**src/hdl/bra_pkg.sv**
```systemverilog
`default_nettype none
package bra_pkg;

  // Field widths fixed by the item formats.
  localparam int IDX_W       = 4;
  localparam int ROW_W       = 16;
  localparam int NODE_W      = 5;
  localparam int STORE_DEPTH = 16;

  // Queue between the front and the back.
  localparam int QUEUE_DEPTH = 4;
  localparam int QPTR_W      = 2;

  // Configuration port.
  localparam int PADDR_W = 3;
  localparam int PDATA_W = 32;

  // Register indexes (word address = paddr[2]).
  localparam logic REG_NODE_COUNT = 1'b0;

  localparam logic [NODE_W-1:0] NODE_COUNT_RESET = NODE_W'(16);

  // One classified input item as it travels through the queue.
  typedef struct packed {
    logic [IDX_W-1:0]  row_index;
    logic [ROW_W-1:0]  row_bits;
    logic              last_row;
    logic [NODE_W-1:0] nodes;
  } cmd_t;

  // One result item.
  typedef struct packed {
    logic [IDX_W-1:0] out_row;
    logic [ROW_W-1:0] closure_row;
    logic [ROW_W-1:0] reflexive_row;
    logic [ROW_W-1:0] symmetric_row;
    logic [ROW_W-1:0] inverse_row;
    logic [ROW_W-1:0] square_row;
    logic             is_reflexive;
    logic             is_irreflexive;
    logic             is_transitive;
    logic             is_symmetric;
    logic             is_antisymmetric;
    logic             last_result;
  } res_t;

  // Back-end sequencer states.
  typedef enum logic [1:0] {
    ST_LOAD,
    ST_PREP,
    ST_CLOSE,
    ST_EMIT
  } eng_state_t;

endpackage
`default_nettype wire

```
**src/hdl/bra_front.sv**
```systemverilog
`default_nettype none
module bra_front #(
  parameter int MAX_NODES = 16
) (
  input  wire logic                         clk,
  input  wire logic                         rst_n,
  // Configuration port.
  input  wire logic                         psel,
  input  wire logic                         penable,
  input  wire logic                         pwrite,
  input  wire logic [bra_pkg::PADDR_W-1:0]  paddr,
  input  wire logic [bra_pkg::PDATA_W-1:0]  pwdata,
  output logic      [bra_pkg::PDATA_W-1:0]  prdata,
  output logic                              pready,
  // Input channel.
  input  wire logic                         in_valid,
  output logic                              in_ready,
  input  wire logic [bra_pkg::IDX_W-1:0]    in_row_index,
  input  wire logic [bra_pkg::ROW_W-1:0]    in_row_bits,
  input  wire logic                         in_last_row,
  // Queue write side.
  input  wire logic                         q_full,
  output logic                              q_push,
  output bra_pkg::cmd_t                     q_cmd
);

  localparam int NW    = bra_pkg::NODE_W;
  localparam int LIMIT = (MAX_NODES < bra_pkg::STORE_DEPTH) ? MAX_NODES
                                                            : bra_pkg::STORE_DEPTH;
  localparam logic [NW-1:0] LIMIT_N = NW'(LIMIT);

  logic [NW-1:0] node_count_r;
  logic [NW-1:0] nodes_clamped;
  logic          reg_hit;

  assign reg_hit = (paddr[2] == bra_pkg::REG_NODE_COUNT);
  assign pready  = 1'b1;

  // Register write on the access phase.
  always_ff @(posedge clk) begin
    if (!rst_n) begin
      node_count_r <= bra_pkg::NODE_COUNT_RESET;
    end else if (psel && penable && pwrite && pready && reg_hit) begin
      node_count_r <= pwdata[NW-1:0];
    end
  end

  // Register read.
  always_comb begin
    prdata = '0;
    if (psel && !pwrite && reg_hit) begin
      prdata = {{(bra_pkg::PDATA_W-NW){1'b0}}, node_count_r};
    end
  end

  // Bring the element count into the supported range.
  always_comb begin
    nodes_clamped = node_count_r;
    if (node_count_r == '0) begin
      nodes_clamped = NW'(1);
    end else if (node_count_r > LIMIT_N) begin
      nodes_clamped = LIMIT_N;
    end
  end

  // Classify the item and hand it to the queue.
  assign in_ready         = !q_full;
  assign q_push           = in_valid && in_ready;
  assign q_cmd.row_index  = in_row_index;
  assign q_cmd.row_bits   = in_row_bits;
  assign q_cmd.last_row   = in_last_row;
  assign q_cmd.nodes      = nodes_clamped;

endmodule
`default_nettype wire

```
**src/hdl/bra_queue.sv**
```systemverilog
`default_nettype none
module bra_queue (
  input  wire logic          clk,
  input  wire logic          rst_n,
  input  wire logic          push,
  input  wire bra_pkg::cmd_t push_cmd,
  output logic               full,
  input  wire logic          pop,
  output bra_pkg::cmd_t      pop_cmd,
  output logic               empty
);

  localparam int PW = bra_pkg::QPTR_W;

  bra_pkg::cmd_t  entry_r [bra_pkg::QUEUE_DEPTH];
  logic [PW:0]    wr_ptr_r;
  logic [PW:0]    rd_ptr_r;

  assign empty   = (wr_ptr_r == rd_ptr_r);
  assign full    = (wr_ptr_r[PW] != rd_ptr_r[PW]) &&
                   (wr_ptr_r[PW-1:0] == rd_ptr_r[PW-1:0]);
  assign pop_cmd = entry_r[rd_ptr_r[PW-1:0]];

  // Entry storage.
  always_ff @(posedge clk) begin
    if (push && !full) begin
      entry_r[wr_ptr_r[PW-1:0]] <= push_cmd;
    end
  end

  // Pointers.
  always_ff @(posedge clk) begin
    if (!rst_n) begin
      wr_ptr_r <= '0;
      rd_ptr_r <= '0;
    end else begin
      if (push && !full) begin
        wr_ptr_r <= wr_ptr_r + (PW+1)'(1);
      end
      if (pop && !empty) begin
        rd_ptr_r <= rd_ptr_r + (PW+1)'(1);
      end
    end
  end

endmodule
`default_nettype wire

```
**src/hdl/bra_engine.sv**
```systemverilog
`default_nettype none
module bra_engine (
  input  wire logic          clk,
  input  wire logic          rst_n,
  // Queue read side.
  input  wire logic          q_empty,
  input  wire bra_pkg::cmd_t q_cmd,
  output logic               q_pop,
  // Result channel.
  output logic               out_valid,
  input  wire logic          out_ready,
  output bra_pkg::res_t      out_res
);

  localparam int RW = bra_pkg::ROW_W;
  localparam int NW = bra_pkg::NODE_W;
  localparam int IW = bra_pkg::IDX_W;
  localparam int SD = bra_pkg::STORE_DEPTH;

  bra_pkg::eng_state_t state_r, state_nxt;

  logic [RW-1:0] rel_r  [SD];
  logic [RW-1:0] clos_r [SD];
  logic [NW-1:0] nodes_r;
  logic [IW-1:0] cnt_r;
  logic          refl_r, irrefl_r, trans_r, symm_r, anti_r;
  logic          out_valid_r;
  bra_pkg::res_t out_r;

  logic          do_pop, do_prep, do_step, do_emit;
  logic          out_free;
  logic          cnt_last;
  logic [RW-1:0] mask;
  logic [RW-1:0] row_c, inv_c, sq_c, diag_c;

  assign out_free = !out_valid_r || out_ready;
  assign cnt_last = ({1'b0, cnt_r} == (nodes_r - NW'(1)));

  // Column mask for the active element count.
  always_comb begin
    for (int j = 0; j < RW; j++) begin
      mask[j] = (NW'(j) < nodes_r);
    end
  end

  // Row, column and Boolean square of the current row.
  always_comb begin
    row_c  = rel_r[cnt_r];
    diag_c = RW'(1) << cnt_r;
    sq_c   = '0;
    for (int j = 0; j < SD; j++) begin
      inv_c[j] = rel_r[j][cnt_r];
      if (row_c[j]) begin
        sq_c = sq_c | rel_r[j];
      end
    end
  end

  // Next state.
  always_comb begin
    state_nxt = state_r;
    case (state_r)
      bra_pkg::ST_LOAD: begin
        if (do_pop && q_cmd.last_row) state_nxt = bra_pkg::ST_PREP;
      end
      bra_pkg::ST_PREP: begin
        state_nxt = bra_pkg::ST_CLOSE;
      end
      bra_pkg::ST_CLOSE: begin
        if (cnt_last) state_nxt = bra_pkg::ST_EMIT;
      end
      bra_pkg::ST_EMIT: begin
        if (do_emit && cnt_last) state_nxt = bra_pkg::ST_LOAD;
      end
      default: begin
        state_nxt = bra_pkg::ST_LOAD;
      end
    endcase
  end

  // Control outputs of the sequencer.
  always_comb begin
    do_pop  = 1'b0;
    do_prep = 1'b0;
    do_step = 1'b0;
    do_emit = 1'b0;
    case (state_r)
      bra_pkg::ST_LOAD:  do_pop  = !q_empty;
      bra_pkg::ST_PREP:  do_prep = 1'b1;
      bra_pkg::ST_CLOSE: do_step = 1'b1;
      bra_pkg::ST_EMIT:  do_emit = out_free;
      default: begin
        do_pop = 1'b0;
      end
    endcase
  end

  assign q_pop = do_pop;

  // Matrix stores, flags and row counter.
  always_ff @(posedge clk) begin
    if (!rst_n) begin
      state_r     <= bra_pkg::ST_LOAD;
      cnt_r       <= '0;
      nodes_r     <= bra_pkg::NODE_COUNT_RESET;
      out_valid_r <= 1'b0;
      refl_r      <= 1'b1;
      irrefl_r    <= 1'b1;
      trans_r     <= 1'b1;
      symm_r      <= 1'b1;
      anti_r      <= 1'b1;
      for (int i = 0; i < SD; i++) begin
        rel_r[i]  <= '0;
        clos_r[i] <= '0;
      end
    end else begin
      state_r <= state_nxt;

      // Load a row; the final row also fixes the element count.
      if (do_pop) begin
        rel_r[q_cmd.row_index] <= q_cmd.row_bits;
        if (q_cmd.last_row) begin
          nodes_r <= q_cmd.nodes;
        end
      end

      // Trim the matrix to the active size and seed the closure.
      if (do_prep) begin
        for (int i = 0; i < SD; i++) begin
          if (NW'(i) < nodes_r) begin
            rel_r[i]  <= rel_r[i] & mask;
            clos_r[i] <= rel_r[i] & mask;
          end else begin
            rel_r[i]  <= '0;
            clos_r[i] <= '0;
          end
        end
        refl_r   <= 1'b1;
        irrefl_r <= 1'b1;
        trans_r  <= 1'b1;
        symm_r   <= 1'b1;
        anti_r   <= 1'b1;
        cnt_r    <= '0;
      end

      // One Warshall pivot over all rows, plus property checks on one row.
      if (do_step) begin
        for (int i = 0; i < SD; i++) begin
          if (clos_r[i][cnt_r]) begin
            clos_r[i] <= clos_r[i] | clos_r[cnt_r];
          end
        end
        if (row_c[cnt_r]) irrefl_r <= 1'b0;
        else              refl_r   <= 1'b0;
        if ((sq_c & ~row_c) != '0)                trans_r <= 1'b0;
        if (row_c != inv_c)                       symm_r  <= 1'b0;
        if ((row_c & inv_c & ~diag_c) != '0)      anti_r  <= 1'b0;
        cnt_r <= cnt_last ? '0 : cnt_r + IW'(1);
      end

      // Emit one row; the store is cleared after the final row.
      if (do_emit) begin
        cnt_r <= cnt_last ? '0 : cnt_r + IW'(1);
        if (cnt_last) begin
          for (int i = 0; i < SD; i++) begin
            rel_r[i]  <= '0;
            clos_r[i] <= '0;
          end
        end
      end

      // Output register handshake.
      if (do_emit) begin
        out_valid_r <= 1'b1;
      end else if (out_ready) begin
        out_valid_r <= 1'b0;
      end
    end
  end

  // Result payload.
  always_ff @(posedge clk) begin
    if (do_emit) begin
      out_r.out_row          <= cnt_r;
      out_r.closure_row      <= clos_r[cnt_r];
      out_r.reflexive_row    <= (row_c | diag_c) & mask;
      out_r.symmetric_row    <= row_c | inv_c;
      out_r.inverse_row      <= inv_c;
      out_r.square_row       <= sq_c;
      out_r.is_reflexive     <= refl_r;
      out_r.is_irreflexive   <= irrefl_r;
      out_r.is_transitive    <= trans_r;
      out_r.is_symmetric     <= symm_r;
      out_r.is_antisymmetric <= anti_r;
      out_r.last_result      <= cnt_last;
    end
  end

  assign out_valid = out_valid_r;
  assign out_res   = out_r;

endmodule
`default_nettype wire

```
**src/hdl/binary_relation_analyzer.sv**
```systemverilog
`default_nettype none
// Boolean relation analyzer. Rows of an N by N relation (N = node_count, clamped to
// 1..min(MAX_NODES,16)) are loaded one item each, held off while the queue is full.
// The item flagged last_row starts the run: a prep step trims the matrix, then N
// pivot steps compute the transitive closure one Warshall pivot per cycle across
// all rows in parallel, while the same pass checks one row per cycle for the five
// properties. N results follow, one per cycle while out_ready allows, through a
// single output register. A four-entry queue lets the input side keep accepting
// items while a run is in progress, until it fills. The matrix store is cleared
// after the final result of each run.
module binary_relation_analyzer #(
  parameter int MAX_NODES = 16
) (
  input  wire logic                         clk,
  input  wire logic                         rst_n,
  // Configuration port.
  input  wire logic                         psel,
  input  wire logic                         penable,
  input  wire logic                         pwrite,
  input  wire logic [bra_pkg::PADDR_W-1:0]  paddr,
  input  wire logic [bra_pkg::PDATA_W-1:0]  pwdata,
  output logic      [bra_pkg::PDATA_W-1:0]  prdata,
  output logic                              pready,
  // Input channel.
  input  wire logic                         in_valid,
  output logic                              in_ready,
  input  wire logic [bra_pkg::IDX_W-1:0]    in_row_index,
  input  wire logic [bra_pkg::ROW_W-1:0]    in_row_bits,
  input  wire logic                         in_last_row,
  // Result channel.
  output logic                              out_valid,
  input  wire logic                         out_ready,
  output logic      [bra_pkg::IDX_W-1:0]    out_row,
  output logic      [bra_pkg::ROW_W-1:0]    out_closure_row,
  output logic      [bra_pkg::ROW_W-1:0]    out_reflexive_row,
  output logic      [bra_pkg::ROW_W-1:0]    out_symmetric_row,
  output logic      [bra_pkg::ROW_W-1:0]    out_inverse_row,
  output logic      [bra_pkg::ROW_W-1:0]    out_square_row,
  output logic                              out_is_reflexive,
  output logic                              out_is_irreflexive,
  output logic                              out_is_transitive,
  output logic                              out_is_symmetric,
  output logic                              out_is_antisymmetric,
  output logic                              out_last_result
);

  logic          q_full, q_push, q_empty, q_pop;
  bra_pkg::cmd_t push_cmd, pop_cmd;
  bra_pkg::res_t res;

  // Front: configuration and item classification.
  bra_front #(
    .MAX_NODES (MAX_NODES)
  ) u_front (
    .clk          (clk),
    .rst_n        (rst_n),
    .psel         (psel),
    .penable      (penable),
    .pwrite       (pwrite),
    .paddr        (paddr),
    .pwdata       (pwdata),
    .prdata       (prdata),
    .pready       (pready),
    .in_valid     (in_valid),
    .in_ready     (in_ready),
    .in_row_index (in_row_index),
    .in_row_bits  (in_row_bits),
    .in_last_row  (in_last_row),
    .q_full       (q_full),
    .q_push       (q_push),
    .q_cmd        (push_cmd)
  );

  // Queue between front and back.
  bra_queue u_queue (
    .clk      (clk),
    .rst_n    (rst_n),
    .push     (q_push),
    .push_cmd (push_cmd),
    .full     (q_full),
    .pop      (q_pop),
    .pop_cmd  (pop_cmd),
    .empty    (q_empty)
  );

  // Back: matrix store, closure and emission.
  bra_engine u_engine (
    .clk       (clk),
    .rst_n     (rst_n),
    .q_empty   (q_empty),
    .q_cmd     (pop_cmd),
    .q_pop     (q_pop),
    .out_valid (out_valid),
    .out_ready (out_ready),
    .out_res   (res)
  );

  assign out_row              = res.out_row;
  assign out_closure_row      = res.closure_row;
  assign out_reflexive_row    = res.reflexive_row;
  assign out_symmetric_row    = res.symmetric_row;
  assign out_inverse_row      = res.inverse_row;
  assign out_square_row       = res.square_row;
  assign out_is_reflexive     = res.is_reflexive;
  assign out_is_irreflexive   = res.is_irreflexive;
  assign out_is_transitive    = res.is_transitive;
  assign out_is_symmetric     = res.is_symmetric;
  assign out_is_antisymmetric = res.is_antisymmetric;
  assign out_last_result      = res.last_result;

endmodule
`default_nettype wire

```
**config.mk**
```make
export PLATFORM = sky130hd
export DESIGN_NAME = binary_relation_analyzer
export DESIGN_NICKNAME = d
export VERILOG_FILES = /design/src/hdl/bra_pkg.sv /design/src/hdl/bra_front.sv /design/src/hdl/bra_queue.sv /design/src/hdl/bra_engine.sv /design/src/hdl/binary_relation_analyzer.sv
export SDC_FILE = /design/constraint.sdc
export NUM_CORES = 2
export LEC_CHECK = 0
export CORE_MARGIN = 2
export CORE_UTILIZATION = 45
export CTS_CLUSTER_SIZE = 8
export DETAILED_ROUTE_END_ITERATION = 7
export DONT_BUFFER_PORTS = 1
export SKIP_LAST_GASP = 1
export SLEW_MARGIN = 0
export SYNTH_ARGS = -nofsm -noshare
export SYNTH_HDL_FRONTEND = slang
export SYNTH_SLANG_ARGS = --single-unit
```
**constraint.sdc**
```tcl
create_clock -name clk -period 9.4 [get_ports clk]
set_input_delay 1.41 -clock clk [delete_from_list [all_inputs] [get_ports clk]]
set_output_delay 1.41 -clock clk [all_outputs]
set_load 0.03 [all_outputs]
```
==> flow_summary.yaml <==
setup_path:
  cp_data_required_time_ns: 10.02
  reg2reg_to: "u_engine.trans_r"
  cp_cell_sequence: "buf_4, nand2_1, o221ai_1, o22ai_2, buf_4, a221oi_1, nand4_1, nor3_1, nand4_1, a22oi_1, nand2_1, o31ai_2"
  crit_path_start_kind: "flop"
  arrival_ns: 6.51
  r2r_setup_slack_ns: 3.52
  crit_type: "flop to flop"
  path_delay_family: "simple AND/OR/NAND/NOR gates"
  cpPeakStageDelay_ns: 0.86
  rr_worst_depth: 12
  crit_fanout: 54
  endpoint_kind: "flop"
  slowest_stage: "dfxtp_4"
  cp_num_buf_inv: 2
min_path:
  min_from: "u_engine.anti_r"
  hp-class: "flop to flop"
  worstHoldPathCells: 0
  min_to: "u_engine.out_res[1]"
clocking:
  clk-insertion-delay-late_ns: 0.73
  post_cts_buffers: 0
  clock_path_buffers: 3
  cts_buffers: 103
  cts_root_buffer: "clkbuf_16"
  htreeDepth: 3
  clkSlewWorstSetupHoldPaths_ns: 0.06
  cts_tree: "done"
  hold_buffers: 0
  cts.repair.resized: 0
  clock_sinks: 740
synth:
  synth_area_leader_cell: "edfxtp_1"
  synth_edf_count: 578
  synth_area_leaders: "edfxtp_1, mux4_2, dfxtp_1"
  yosys_warnings: 0
  synth_cell_types: 75
  yosysSeqAreaShare_pct: 48.8
  syn_inst: 3615
  synthFlopType: "edfxtp_1"
  async_reset_ff_share_pct: 0
  avgSynthCellArea_sq_um: 11.7
  synth_top_area_share_pct: 41.1
  syn_area_sq_um: 42200
  yosys_register_bits: 740
timing:
  finalHoldWorstSlack_ns: 0.422
  relSlewSlack_pct: 2.79
  skew_ns: 0.0306
  finalCritPeriodShare_pct: 62.6
  worstMarginPinSlew_ns: 1.45
  grt_setup_unrepaired: "no"
  hold_viol: 0
  drv_slew: 0
  fmax_ghz: 0.170
  tns_ns: 0
  finalSetupViolCount: 0
  fin_crit_ns: 5.88
cells_and_area:
  seqCellArea_sq_um: 20600
  multi_input_area_sq_um: 19900
  syn_to_final_growth_pct: 10.1
  fin_nets: 3648
  num-fill-cells: 8335
  final_util_pct: 49.9
  final_cells: 4873
  drive_gt1_share_pct: 18.2
route:
  drtPass1Iterations: 7
  routed_wl_mm: 212
  first_iter_violations: 6899
  wl_met1_mm: 72.6
  drc: 0
  wl_met2_mm: 86.7
  wl_met3_mm: 30.9
  top_layer_used: "met5"
  vias_per_cell: 7.55
  wl_per_cell_um: 43.4
  num_vias: 36774
  ant_nets: 0
grt:
  grt_max_degree: 105
  grt_util_all_layers_pct: 43.7
  grt_overflow: 0
  grt_pass1_vias: 33617
  antenna_found_initial: 19
  grt_pass1_wl_mm: 285
floorplan:
  ios: 188
  die_y_um: 310
  fp.coreArea_sq_um: 93200
  num_rows: 112
  start_util_pct: 45.3
  die_area_sq_um: 96200
  die_w_um: 310
place:
  numPortBuffers: 0
  dp_cells: 4684
  gp_congestion: 1.10
  dp_hpwl_mm: 153
outcome:
  status: "finished clean"
power_and_ir_drop:
  ir_drop_uv: 220
  leakagePower_nw: 16.2
  powerDensity_nw_per_um2: 355
flow_run:
  max_cap_viol_count: 0
flip-flops by register name, summed over array words and instances, names as in the netlist, 2 cells and up, named ones only:
signal	flops
u_engine.clos_r	256
u_engine.rel_r	256
u_queue.entry_r	104
u_engine.out_res	90
u_engine.nodes_r	5
u_front.node_count_r	5
u_engine.cnt_r	4
u_queue.rd_ptr_r	3
u_queue.wr_ptr_r	3
u_engine.state_r	2
metrics by stage:
step	total power, W	worst slack, ns	area [sq um]
2_1_floorplan	0.00908	4.80	42300
3_3_place_gp	0.0124	4.15	43500
3_5_place_dp	0.0125	4.04	43500
4_1_cts	0.0160	4.02	46400
5_1_grt	0.0166	3.70	46400
6_report	0.0165	3.52	46500
worst register-to-register path, cell delays in order (launching register included):
cell and delay, ns:
dfxtp_4 0.86, buf_4 0.91, nand2_1 0.71, o221ai_1 0.61, o22ai_2 0.31, buf_4 0.30
a221oi_1 0.35, nand4_1 0.13, nor3_1 0.66, nand4_1 0.35, a22oi_1 0.26, nand2_1 0.13
o31ai_2 0.22
synthesized netlist by cell type, types with 8 or more instances:
master    instances
a211oi_1        159
a21oi_1         148
a221o_1           9
a221oi_1         25
a222oi_1         20
a22o_1           22
a22oi_1         134
a31oi_1          11
and2_1           22
and3_1           16
buf_1            22
buf_2            36
buf_4            32
buf_6             8
clkbuf_1        242
dfxtp_1         162
edfxtp_1        578
ha_1             50
inv_1            84
mux2_2           52
mux2i_1         127
mux4_2          280
nand2_1         419
nand2b_1         18
nand3_1         183
nand4_1          21
nor2_1          149
nor2b_1          22
nor3_1          135
o21ai_0          94
o21ai_1          18
o22ai_1         180
or3_1            17
or3b_2           11
report_power, final:
group	internal, W	leakage, nW	total, W	switching (W)
sequential	0.00466	7.19	0.00609	0.00142
combinational	0.00221	7.60	0.00689	0.00468
clock	0.00203	1.41	0.00352	0.00149
total	0.00891	16.2	0.0165	0.00760
cell type report:
| class | instances | share of cell area, % |
|---|---|---|
| diodes | 19 | 0.102 |
| clock buffers | 161 | 6.04 |
| clock inverters | 9 | 0.304 |
| inverters | 84 | 0.684 |
| multi-input cells | 2472 | 42.9 |
| flip-flops and latches | 740 | 44.4 |
| well taps | 1254 | 3.38 |
| repair buffers | 134 | 2.19 |
per-layer routing:
layer / track usage [%] / up-vias
met5: 0.404 / -
met4: 34.5 / 12
met3: 16.8 / 962
met2: 62.0 / 3438
met1: 53.4 / 18280
li1: - / 14082
layout by cell type, fill, tap and decap left out, drive strengths merged, types with 135 or more instances in the layout:
master	count
nor2	153
a211oi	159
o22ai	184
nor3	135
dfxtp	162
nand2	419
nand3	184
a21oi	148
edfxtp	578
mux4	282
clkbuf	161
worst max path at each step:
stage / endpoint / slack (ns) / cells after the start
6_report: u_engine.trans_r / 3.52 / 12
5_1_grt: u_engine.trans_r / 3.70 / 12
4_1_cts: u_engine.trans_r / 4.02 / 14
3_5_place_dp: u_engine.trans_r / 4.04 / 14
3_3_place_gp: u_engine.trans_r / 4.15 / 15
2_1_floorplan: flop / 4.80 / 6
cell families (layout without fill, tap and decap cells):
family / Yosys count / count (layout) / synth area share (%)
fa+ha+maj: 50 / 50 / 1.48
buf+inv: 429 / 388 / 4.52
mux: 465 / 465 / 19.6
other cells: 2 / 47 / 0.0178
compound gates: 870 / 870 / 14.0
xor+xnor: 11 / 11 / 0.228
simple gates: 1048 / 1048 / 11.4
flops: 740 / 740 / 48.8
Power figures use the tool's default switching activity.
